==> src/sef_pkg.sv <==
// Package for the sticky edge cursor filter: widths, register map and shared types.
`default_nettype none
package sef_pkg;

  localparam int COORD_BITS = 16;
  localparam int PUSH_BITS  = 18;
  localparam int HOLD_FORCE = 514;
  localparam int NUM_REGS   = 8;
  localparam int DATA_BITS  = 32;
  localparam int ADDR_BITS  = $clog2(NUM_REGS) + 2;
  localparam int IDX_BITS   = $clog2(NUM_REGS);
  localparam int WIDE_BITS  = (COORD_BITS > PUSH_BITS) ? COORD_BITS : PUSH_BITS;
  localparam int SUM_BITS   = WIDE_BITS + 1;
  localparam int REL_BITS   = WIDE_BITS + 2;

  typedef logic signed [COORD_BITS-1:0] coord_t;
  typedef logic [PUSH_BITS-1:0]         push_t;

  typedef enum logic [IDX_BITS-1:0] {
    REG_PRI_LEFT,
    REG_PRI_TOP,
    REG_PRI_RIGHT,
    REG_PRI_BOTTOM,
    REG_DESK_LEFT,
    REG_DESK_TOP,
    REG_DESK_RIGHT,
    REG_DESK_BOTTOM
  } reg_idx_t;

  typedef struct packed {
    coord_t pri_left;
    coord_t pri_top;
    coord_t pri_right;
    coord_t pri_bottom;
    coord_t desk_left;
    coord_t desk_top;
    coord_t desk_right;
    coord_t desk_bottom;
  } cfg_t;

  typedef struct packed {
    coord_t new_x;
    coord_t new_y;
    logic   free_key;
  } move_t;

  typedef struct packed {
    logic   override;
    coord_t cursor_x;
    coord_t cursor_y;
    logic   pinned;
  } result_t;

  typedef struct packed {
    coord_t last_x;
    coord_t last_y;
    logic   held;
    coord_t edge_x;
    coord_t edge_y;
    logic   side_edge;
    push_t  push_total;
  } state_t;

endpackage
`default_nettype wire

==> src/sef_if.sv <==
// Request channel interfaces for pointer moves and filtered cursor results.
`default_nettype none
interface sef_in_if;
  import sef_pkg::*;
  logic   valid;
  logic   ready;
  coord_t new_x;
  coord_t new_y;
  logic   free_key;
  modport source (output valid, output new_x, output new_y, output free_key, input ready);
  modport sink (input valid, input new_x, input new_y, input free_key, output ready);
endinterface

interface sef_out_if;
  import sef_pkg::*;
  logic   valid;
  logic   ready;
  logic   override;
  coord_t cursor_x;
  coord_t cursor_y;
  logic   pinned;
  modport source (output valid, output override, output cursor_x, output cursor_y,
                  output pinned, input ready);
  modport sink (input valid, input override, input cursor_x, input cursor_y,
                input pinned, output ready);
endinterface
`default_nettype wire

==> src/sef_regs.sv <==
// APB-style register file holding the primary and desktop rectangle edges.
`default_nettype none
module sef_regs (
  input  wire logic                        clk,
  input  wire logic                        rst_n,
  input  wire logic                        psel,
  input  wire logic                        penable,
  input  wire logic                        pwrite,
  input  wire logic [sef_pkg::ADDR_BITS-1:0] paddr,
  input  wire logic [sef_pkg::DATA_BITS-1:0] pwdata,
  output logic      [sef_pkg::DATA_BITS-1:0] prdata,
  output logic                             pready,
  output sef_pkg::cfg_t                    cfg
);
  import sef_pkg::*;

  cfg_t     cfg_r;
  reg_idx_t idx;
  coord_t   wval;
  coord_t   rval;
  logic     wr_en;

  assign idx    = reg_idx_t'(paddr[ADDR_BITS-1:2]);
  assign wval   = coord_t'(pwdata[COORD_BITS-1:0]);
  assign pready = 1'b1;
  assign wr_en  = psel && penable && pwrite;
  assign cfg    = cfg_r;

  always_ff @(posedge clk) begin
    if (!rst_n) begin
      cfg_r <= '0;
    end else if (wr_en) begin
      case (idx)
        REG_PRI_LEFT:    cfg_r.pri_left    <= wval;
        REG_PRI_TOP:     cfg_r.pri_top     <= wval;
        REG_PRI_RIGHT:   cfg_r.pri_right   <= wval;
        REG_PRI_BOTTOM:  cfg_r.pri_bottom  <= wval;
        REG_DESK_LEFT:   cfg_r.desk_left   <= wval;
        REG_DESK_TOP:    cfg_r.desk_top    <= wval;
        REG_DESK_RIGHT:  cfg_r.desk_right  <= wval;
        REG_DESK_BOTTOM: cfg_r.desk_bottom <= wval;
        default: ;
      endcase
    end
  end

  always_comb begin
    case (idx)
      REG_PRI_LEFT:    rval = cfg_r.pri_left;
      REG_PRI_TOP:     rval = cfg_r.pri_top;
      REG_PRI_RIGHT:   rval = cfg_r.pri_right;
      REG_PRI_BOTTOM:  rval = cfg_r.pri_bottom;
      REG_DESK_LEFT:   rval = cfg_r.desk_left;
      REG_DESK_TOP:    rval = cfg_r.desk_top;
      REG_DESK_RIGHT:  rval = cfg_r.desk_right;
      REG_DESK_BOTTOM: rval = cfg_r.desk_bottom;
      default:         rval = '0;
    endcase
  end

  // Reads return the register sign-extended to the bus width.
  assign prdata = DATA_BITS'(rval);

endmodule
`default_nettype wire

==> src/sef_step.sv <==
// Combinational decision for one pointer move: pin, accumulate, release or pass.
`default_nettype none
module sef_step (
  input  sef_pkg::cfg_t    cfg,
  input  sef_pkg::move_t   mv,
  input  sef_pkg::state_t  st,
  output sef_pkg::result_t res,
  output sef_pkg::state_t  st_nxt
);
  import sef_pkg::*;

  localparam coord_t C_MAX = {1'b0, {(COORD_BITS-1){1'b1}}};
  localparam coord_t C_MIN = {1'b1, {(COORD_BITS-1){1'b0}}};
  localparam logic signed [REL_BITS-1:0] C_MAX_E = REL_BITS'(C_MAX);
  localparam logic signed [REL_BITS-1:0] C_MIN_E = REL_BITS'(C_MIN);
  localparam push_t PUSH_MAX = '1;

  function automatic logic in_rect(input cfg_t c, input coord_t x, input coord_t y);
    in_rect = (x >= c.pri_left) && (x < c.pri_right) && (y >= c.pri_top) && (y < c.pri_bottom);
  endfunction

  function automatic coord_t clamp_edge(input coord_t v, input coord_t lo, input coord_t hi_ex);
    logic signed [COORD_BITS:0] v_e;
    logic signed [COORD_BITS:0] lo_e;
    logic signed [COORD_BITS:0] hi_e;
    logic signed [COORD_BITS:0] r;
    v_e  = (COORD_BITS+1)'(v);
    lo_e = (COORD_BITS+1)'(lo);
    hi_e = (COORD_BITS+1)'(hi_ex) - (COORD_BITS+1)'(1);
    r    = (v_e > hi_e) ? hi_e : v_e;
    if (r < lo_e) begin
      r = lo_e;
    end
    clamp_edge = r[COORD_BITS-1:0];
  endfunction

  logic                        prev_in, new_in, fric, side_new;
  logic signed [COORD_BITS:0]  diff, diff_neg;
  logic [COORD_BITS-1:0]       mag;
  logic [SUM_BITS-1:0]         sum;
  push_t                       push_sat, over;
  logic                        release_now, beyond;
  logic signed [REL_BITS-1:0]  base, over_e, moved;
  coord_t                      rel_coord;
  coord_t                      pin_x, pin_y;

  assign prev_in  = in_rect(cfg, st.last_x, st.last_y);
  assign new_in   = in_rect(cfg, mv.new_x, mv.new_y);
  assign side_new = (mv.new_x < cfg.pri_left) || (mv.new_x >= cfg.pri_right);

  // The crossed edge, checked left, right, top, bottom in that order, decides whether the desktop carries on beyond it.
  always_comb begin
    if (mv.new_x < cfg.pri_left) begin
      fric = cfg.desk_left < cfg.pri_left;
    end else if (mv.new_x >= cfg.pri_right) begin
      fric = cfg.desk_right > cfg.pri_right;
    end else if (mv.new_y < cfg.pri_top) begin
      fric = cfg.desk_top < cfg.pri_top;
    end else if (mv.new_y >= cfg.pri_bottom) begin
      fric = cfg.desk_bottom > cfg.pri_bottom;
    end else begin
      fric = 1'b0;
    end
  end

  assign pin_x = clamp_edge(mv.new_x, cfg.pri_left, cfg.pri_right);
  assign pin_y = clamp_edge(mv.new_y, cfg.pri_top, cfg.pri_bottom);

  // Push past the pinned point along the crossing axis, saturating.
  assign diff     = st.side_edge ?
                    ((COORD_BITS+1)'(mv.new_x) - (COORD_BITS+1)'(st.edge_x)) :
                    ((COORD_BITS+1)'(mv.new_y) - (COORD_BITS+1)'(st.edge_y));
  assign diff_neg = -diff;
  assign mag      = diff[COORD_BITS] ? diff_neg[COORD_BITS-1:0] : diff[COORD_BITS-1:0];
  assign sum      = SUM_BITS'(st.push_total) + SUM_BITS'(mag);
  assign push_sat = (sum > SUM_BITS'(PUSH_MAX)) ? PUSH_MAX : sum[PUSH_BITS-1:0];
  assign release_now = push_sat >= PUSH_BITS'(HOLD_FORCE);
  assign over     = push_sat - PUSH_BITS'(HOLD_FORCE);

  assign beyond = st.side_edge ? (mv.new_x > st.edge_x) : (mv.new_y > st.edge_y);
  assign base   = st.side_edge ? REL_BITS'(st.edge_x) : REL_BITS'(st.edge_y);
  assign over_e = $signed(REL_BITS'(over));
  assign moved  = beyond ? (base + over_e) : (base - over_e);

  always_comb begin
    if (moved > C_MAX_E) begin
      rel_coord = C_MAX;
    end else if (moved < C_MIN_E) begin
      rel_coord = C_MIN;
    end else begin
      rel_coord = moved[COORD_BITS-1:0];
    end
  end

  always_comb begin
    st_nxt        = st;
    st_nxt.last_x = mv.new_x;
    st_nxt.last_y = mv.new_y;
    res.override  = 1'b0;
    res.cursor_x  = mv.new_x;
    res.cursor_y  = mv.new_y;
    res.pinned    = 1'b0;
    if (st.held) begin
      if (mv.free_key) begin
        st_nxt.held = 1'b0;
      end else if (new_in) begin
        st_nxt.held       = 1'b0;
        st_nxt.push_total = '0;
      end else begin
        res.override = 1'b1;
        res.cursor_x = st.edge_x;
        res.cursor_y = st.edge_y;
        if (release_now) begin
          if (st.side_edge) begin
            res.cursor_x = rel_coord;
          end else begin
            res.cursor_y = rel_coord;
          end
          st_nxt.held       = 1'b0;
          st_nxt.push_total = '0;
        end else begin
          st_nxt.push_total = push_sat;
          res.pinned        = 1'b1;
        end
      end
    end else if (!mv.free_key && prev_in && !new_in && fric) begin
      st_nxt.held       = 1'b1;
      st_nxt.push_total = '0;
      st_nxt.side_edge  = side_new;
      st_nxt.edge_x     = pin_x;
      st_nxt.edge_y     = pin_y;
      res.override      = 1'b1;
      res.cursor_x      = pin_x;
      res.cursor_y      = pin_y;
      res.pinned        = 1'b1;
    end
  end

endmodule
`default_nettype wire

==> src/sticky_edge_cursor_filter.sv <==
// Top level of the sticky edge cursor filter: input register, decision logic, result register.
//
//   Channel   Direction  Carries
//   in_ch     in         new_x, new_y, free_key (one pointer move per request)
//   out_ch    out        override, cursor_x, cursor_y, pinned (one result per move)
//   APB port  in/out     eight 16-bit rectangle edges at byte addresses 0x00 to 0x1C
//
// A move is captured in the input register, decided by one level of compare and add
// logic against the filter state, and then lands in the result register; one move is
// accepted in every cycle while results are taken.
// The filter state is updated in the same edge at which a move enters the result
// register, so the following move already sees it. A stalled result holds the
// result register and the input register; in_ch.ready then drops only once both are
// full. Reset is synchronous and clears the state, the configuration registers and both valid flags.
`default_nettype none
module sticky_edge_cursor_filter (
  input  wire logic                          clk,
  input  wire logic                          rst_n,
  sef_in_if.sink                             in_ch,
  sef_out_if.source                          out_ch,
  input  wire logic                          psel,
  input  wire logic                          penable,
  input  wire logic                          pwrite,
  input  wire logic [sef_pkg::ADDR_BITS-1:0] paddr,
  input  wire logic [sef_pkg::DATA_BITS-1:0] pwdata,
  output logic      [sef_pkg::DATA_BITS-1:0] prdata,
  output logic                               pready
);
  import sef_pkg::*;

  cfg_t    cfg;
  move_t   in_r;
  logic    in_v_r;
  result_t out_r;
  logic    out_v_r;
  state_t  state_r;
  state_t  state_nxt;
  result_t res;
  logic    out_free;
  logic    take;
  logic    in_ready;

  sef_regs u_regs (
    .clk     (clk),
    .rst_n   (rst_n),
    .psel    (psel),
    .penable (penable),
    .pwrite  (pwrite),
    .paddr   (paddr),
    .pwdata  (pwdata),
    .prdata  (prdata),
    .pready  (pready),
    .cfg     (cfg)
  );

  sef_step u_step (
    .cfg    (cfg),
    .mv     (in_r),
    .st     (state_r),
    .res    (res),
    .st_nxt (state_nxt)
  );

  // The result register frees up when it is empty or its result is taken this cycle.
  assign out_free    = !out_v_r || out_ch.ready;
  assign take        = in_v_r && out_free;
  assign in_ready    = !in_v_r || out_free;
  assign in_ch.ready = in_ready;

  always_ff @(posedge clk) begin
    if (!rst_n) begin
      in_v_r <= 1'b0;
    end else if (in_ready) begin
      in_v_r <= in_ch.valid;
    end
  end

  always_ff @(posedge clk) begin
    if (in_ready && in_ch.valid) begin
      in_r.new_x    <= in_ch.new_x;
      in_r.new_y    <= in_ch.new_y;
      in_r.free_key <= in_ch.free_key;
    end
  end

  always_ff @(posedge clk) begin
    if (!rst_n) begin
      out_v_r <= 1'b0;
    end else if (out_free) begin
      out_v_r <= in_v_r;
    end
  end

  always_ff @(posedge clk) begin
    if (take) begin
      out_r <= res;
    end
  end

  // Filter state advances exactly once per move, as the move's result is registered.
  always_ff @(posedge clk) begin
    if (!rst_n) begin
      state_r <= '0;
    end else if (take) begin
      state_r <= state_nxt;
    end
  end

  assign out_ch.valid    = out_v_r;
  assign out_ch.override = out_r.override;
  assign out_ch.cursor_x = out_r.cursor_x;
  assign out_ch.cursor_y = out_r.cursor_y;
  assign out_ch.pinned   = out_r.pinned;

  // While pinned the accumulated push always stays below the release threshold.
  a_push_below_force: assert property (@(posedge clk) disable iff (!rst_n)
    state_r.held |-> (state_r.push_total < PUSH_BITS'(HOLD_FORCE)))
    else $error("pinned with push total at or above the release threshold");

  // The pinned flag of the newest result mirrors the held state.
  a_pinned_matches_state: assert property (@(posedge clk) disable iff (!rst_n)
    take |=> (out_v_r && (out_r.pinned == state_r.held)))
    else $error("result pinned flag disagrees with held state");

  // A pinned result always places the cursor.
  a_pinned_overrides: assert property (@(posedge clk) disable iff (!rst_n)
    (out_v_r && out_r.pinned) |-> out_r.override)
    else $error("pinned result without override");

  // An empty result register never blocks a new request.
  a_ready_when_empty: assert property (@(posedge clk) disable iff (!rst_n)
    !out_v_r |-> in_ready)
    else $error("input stalled with an empty result register");

endmodule
`default_nettype wire
==> src/flat_wrapper.sv <==
// flat-port wrapper written by rule: the top's interface ports become plain ports
module sticky_edge_cursor_filter_flat import sef_pkg::*;
  (clk, rst_n, psel, penable, pwrite, paddr, pwdata, prdata, pready, in_ch_valid, in_ch_new_x, in_ch_new_y, in_ch_free_key, in_ch_ready, out_ch_valid, out_ch_override, out_ch_cursor_x, out_ch_cursor_y, out_ch_pinned, out_ch_ready);
  sef_in_if in_ch_i ();
  sef_out_if out_ch_i ();
  input  wire logic clk;
  input  wire logic rst_n;
  input  wire logic psel;
  input  wire logic penable;
  input  wire logic pwrite;
  input  wire logic [sef_pkg::ADDR_BITS-1:0] paddr;
  input  wire logic [sef_pkg::DATA_BITS-1:0] pwdata;
  output logic      [sef_pkg::DATA_BITS-1:0] prdata;
  output logic pready;
  input wire logic [$bits(in_ch_i.valid)-1:0] in_ch_valid;
  input wire logic [$bits(in_ch_i.new_x)-1:0] in_ch_new_x;
  input wire logic [$bits(in_ch_i.new_y)-1:0] in_ch_new_y;
  input wire logic [$bits(in_ch_i.free_key)-1:0] in_ch_free_key;
  output wire logic [$bits(in_ch_i.ready)-1:0] in_ch_ready;
  output wire logic [$bits(out_ch_i.valid)-1:0] out_ch_valid;
  output wire logic [$bits(out_ch_i.override)-1:0] out_ch_override;
  output wire logic [$bits(out_ch_i.cursor_x)-1:0] out_ch_cursor_x;
  output wire logic [$bits(out_ch_i.cursor_y)-1:0] out_ch_cursor_y;
  output wire logic [$bits(out_ch_i.pinned)-1:0] out_ch_pinned;
  input wire logic [$bits(out_ch_i.ready)-1:0] out_ch_ready;
  assign in_ch_i.valid = in_ch_valid;
  assign in_ch_i.new_x = in_ch_new_x;
  assign in_ch_i.new_y = in_ch_new_y;
  assign in_ch_i.free_key = in_ch_free_key;
  assign in_ch_ready = in_ch_i.ready;
  assign out_ch_valid = out_ch_i.valid;
  assign out_ch_override = out_ch_i.override;
  assign out_ch_cursor_x = out_ch_i.cursor_x;
  assign out_ch_cursor_y = out_ch_i.cursor_y;
  assign out_ch_pinned = out_ch_i.pinned;
  assign out_ch_i.ready = out_ch_ready;
  sticky_edge_cursor_filter u_core (.clk(clk), .rst_n(rst_n), .in_ch(in_ch_i), .out_ch(out_ch_i), .psel(psel), .penable(penable), .pwrite(pwrite), .paddr(paddr), .pwdata(pwdata), .prdata(prdata), .pready(pready));
endmodule
==> config.mk <==
export PLATFORM = sky130hd
export DESIGN_NAME = sticky_edge_cursor_filter_flat
export DESIGN_NICKNAME = d
export VERILOG_FILES = /design/src/sef_pkg.sv /design/src/sef_if.sv /design/src/sef_regs.sv /design/src/sef_step.sv /design/src/sticky_edge_cursor_filter.sv /design/src/flat_wrapper.sv
export SDC_FILE = /design/constraint.sdc
export NUM_CORES = 1
export LEC_CHECK = 0
export BUFFER_PORTS_ARGS = -buffer_cell sky130_fd_sc_hd__buf_2
export CAP_MARGIN = 40
export CORE_ASPECT_RATIO = 0.8
export CORE_MARGIN = 4
export CORE_UTILIZATION = 60
export DETAILED_ROUTE_END_ITERATION = 12
export PLACE_DENSITY = 0.84
export SLEW_MARGIN = 20
export SYNTH_ARGS = -nofsm -noshare
export SYNTH_HDL_FRONTEND = slang
export SYNTH_HIERARCHICAL = 1
export SYNTH_SLANG_ARGS = --single-unit
==> constraint.sdc <==
create_clock -name clk -period 25.2 [get_ports clk]
set_input_delay 5.04 -clock clk [delete_from_list [all_inputs] [get_ports clk]]
set_output_delay 5.04 -clock clk [all_outputs]
set_load 0.005 [all_outputs]
==> flow_summary_export.csv <==
group,metric,value,unit
pwr,power.density,53.2,nW/µm²
synth,synthTopCellsByArea,"dfxtp_1 17%, ha_1 16%, nand2_1 8.1%",
floorplan,start_util,0.611,
setup_path,critPathRequiredTime,20.16,ns
timing,finalMaxSlewViolations,0,
global_route,grt_pass1_vias,22700,
floorplan,core_area,42100,µm²
synth,syn-num-nets,3611,
detailed_routing,routed_wl,89000,µm
synth,ys.flop_type,"dfxtp_1",
cts,cts_setup_buffers,0,
timing,tightest_slew,0.895,ns
finish,drive_above_1_share,0.0848,
finish,layout_common_cells,"556 x nand2_1, 330 x ha_1, 214 x dfxtp_1, 174 x inv_1, 172 x nor2_1",
synth,synth_edf_count,67,
detailed_routing,routedWlPerCell,23.7,µm
detailed_routing,vias,24800,
timing,clock_skew,0.0253,ns
timing,period_needed,12.76,ns
global_route,grt_pass1_wl,132000,µm
synth,syn_area_per_cell,8.04,µm²
global_route,overflow,0,
global_route,track_usage,0.370,
detailed_routing,drt_iter0_drc,3486,
setup_path,arrival,7.72,ns
floorplan,die_area,46300,µm²
timing,fmax,78.4,MHz
synth,ys_seq_elements,281,
global_route,grt_antenna_before_repair,2,
finish,multiInputGateArea,17600,µm²
timing,fin_crit_sh,0.506,
place,gp_congestion,1.01,
setup_path,start_kind,"input pin",
synth,async_flop_share,0,
detailed_routing,routed_via_density,6.60,
cts,cts_buffers,34,
synth,synth-seq-area-share,0.245,
timing,timing.hold.ws,0.475,ns
floorplan,num_rows,67,
cts,cts_root_buf,"clkbuf_16",
timing,tns,0,ns
cts,cts_resized,0,
finish,area_growth_syn_to_layout,6.43,%
cts,hold_buffers,0,
global_route,grt_max_degree,140,
worst_hold_path,hp-class,"reg2reg",
synth,synth_cells,3200,
detailed_routing,drc,0,
synth,yosysTopAreaCellShare,0.167,
timing,hold_viol,0,
pwr,ir_worst_vdd,0.0591,mV
finish,layout_commonest_cell,"nand2_1",
cts,clkLatencyLatePin,0.54,ns
finish,postLayoutCoreUtil,0.650,
timing,setup_violations,0,
timing,rsz0062_at_grt,"no",
floorplan,die_h,193,µm
setup_path,cp-end-kind,"primary output",
finish,regArea,6300,µm²
synth,synth_warnings,6,
detailed_routing,dr.pass1.iters,6,
synth,yosys.area.top_type,"dfxtp_1",
cts,cts.sinks,281,
floorplan,io_pins,146,
cts,path_clk_slew,0.06,ns
cts,clock_path_buffers,3,
place,dp_hpwl,68000,µm
finish,fin_nets,3592,
setup_path,crit_type,"in2out",
synth,synthDistinctLibCells,93,
floorplan,fp.dieW,239,µm
synth,synth_area,25700,µm²
detailed_routing,antenna_left,0,
timing,slew_headroom,0.400,
setup_path,crit_fanout,59,
job,drv_cap,0,
cts,cts_tree,"built",
finish,fillCellCount,3556,
place,portBuffers,126,
cts,htreeDepth,2,
run_status,status,"finished clean",
pwr,power_leakage,0.0114,µW
==> per-layer routing <==
metal	part of all wire	vias up	track usage	wire length (µm)
met1	0.43	11600	0.518	37800
li1	-	11400	-	-
met2	0.40	1541	0.536	35800
met5	0.00088	-	0	78
met4	0.036	4	0.126	3230
met3	0.14	235	0.124	12100
==> cell usage after synthesis (74+ instances only) <==
master and n:
xnor2_1 74, o21ai_0 142, ha_1 330, a21o_1 109, clkbuf_1 83, inv_1 174
a21boi_0 120, a21oi_1 160, nand2_1 556, dfxtp_1 214, mux2i_1 158, nor2_1 172
==> per-stage QoR <==
| stage | setup WS (ns) | cell area [µm²] | cells | total power [µW] |
|---|---|---|---|---|
| 2_1_floorplan | 13.61 | 25700 | 3200 | 801 |
| 3_3_place_gp | 12.48 | 26000 | 3685 | 896 |
| 3_5_place_dp | 12.63 | 26100 | 3693 | 910 |
| 4_1_cts | 12.62 | 27300 | 3754 | 1440 |
| 5_1_grt | 11.99 | 27400 | 3758 | 1510 |
| 6_report | 12.44 | 27400 | 3759 | 1460 |
==> sequential cells by signal (all words and copies together) (netlist names) <==
signal,count
u_core/state_r,84
u_core/in_v_r,1
u_core/out_ch.override,1
u_core/out_ch.pinned,1
u_core/out_ch.cursor_x,16
u_core/out_ch.cursor_y,16
u_core/in_r,33
u_core/u_regs/cfg,128
u_core/out_ch.valid,1
==> layout make-up <==
| cell class | instances | share of cell area |
|---|---|---|
| diodes | 1 | 0.0000914 |
| clock buffers | 43 | 0.0342 |
| clock inverters | 18 | 0.00914 |
| inverters | 174 | 0.0239 |
| multi-input cells | 2535 | 0.642 |
| flip-flops and latches | 281 | 0.230 |
| well taps | 552 | 0.0252 |
| repair buffers | 155 | 0.0350 |
==> cells by family after synthesis <==
group / share of synthesized area
muxes: 0.0654
AOI/OAI and AO/OA: 0.229
buffers and inverters: 0.0737
and+or+nand+nor: 0.186
adders and majority gates: 0.164
other: 0.000146
DFF: 0.245
xor gates and xnor gates: 0.0364
==> where the power goes <==
| group | switching [µW] | leakage (µW) | internal, µW |
|---|---|---|---|
| Clock | 213 | 0.000573 | 318 |
| Combinational | 273 | 0.00847 | 159 |
| Sequential | 17.7 | 0.00237 | 474 |
==> final timing paths <==
check	startpoint	end	slack, ns	cells after the start
hold reg to reg	u_core/u_regs/cfg[69]$_SDFFE_PN0P_	u_core/u_regs/cfg[69]$_SDFFE_PN0P_	0.47	2
setup / recovery	paddr[4]	prdata[28]	12.44	7
hold / removal	u_core/u_regs/cfg[69]$_SDFFE_PN0P_	u_core/u_regs/cfg[69]$_SDFFE_PN0P_	0.47	2
setup reg to reg	u_core/in_r[2]$_DFFE_PP_	u_core/out_ch.cursor_x[6]$_DFFE_PP_	12.73	44
==> critical path, cell delays in order <==
cell,delay (ns)
buf_2,0.08
buf_4,0.56
and2_1,0.58
o2bb2ai_1,0.40
a221oi_1,0.17
nor2_1,0.62
buf_2,0.24
No activity file was read; power rests on OpenSTA's default activity.
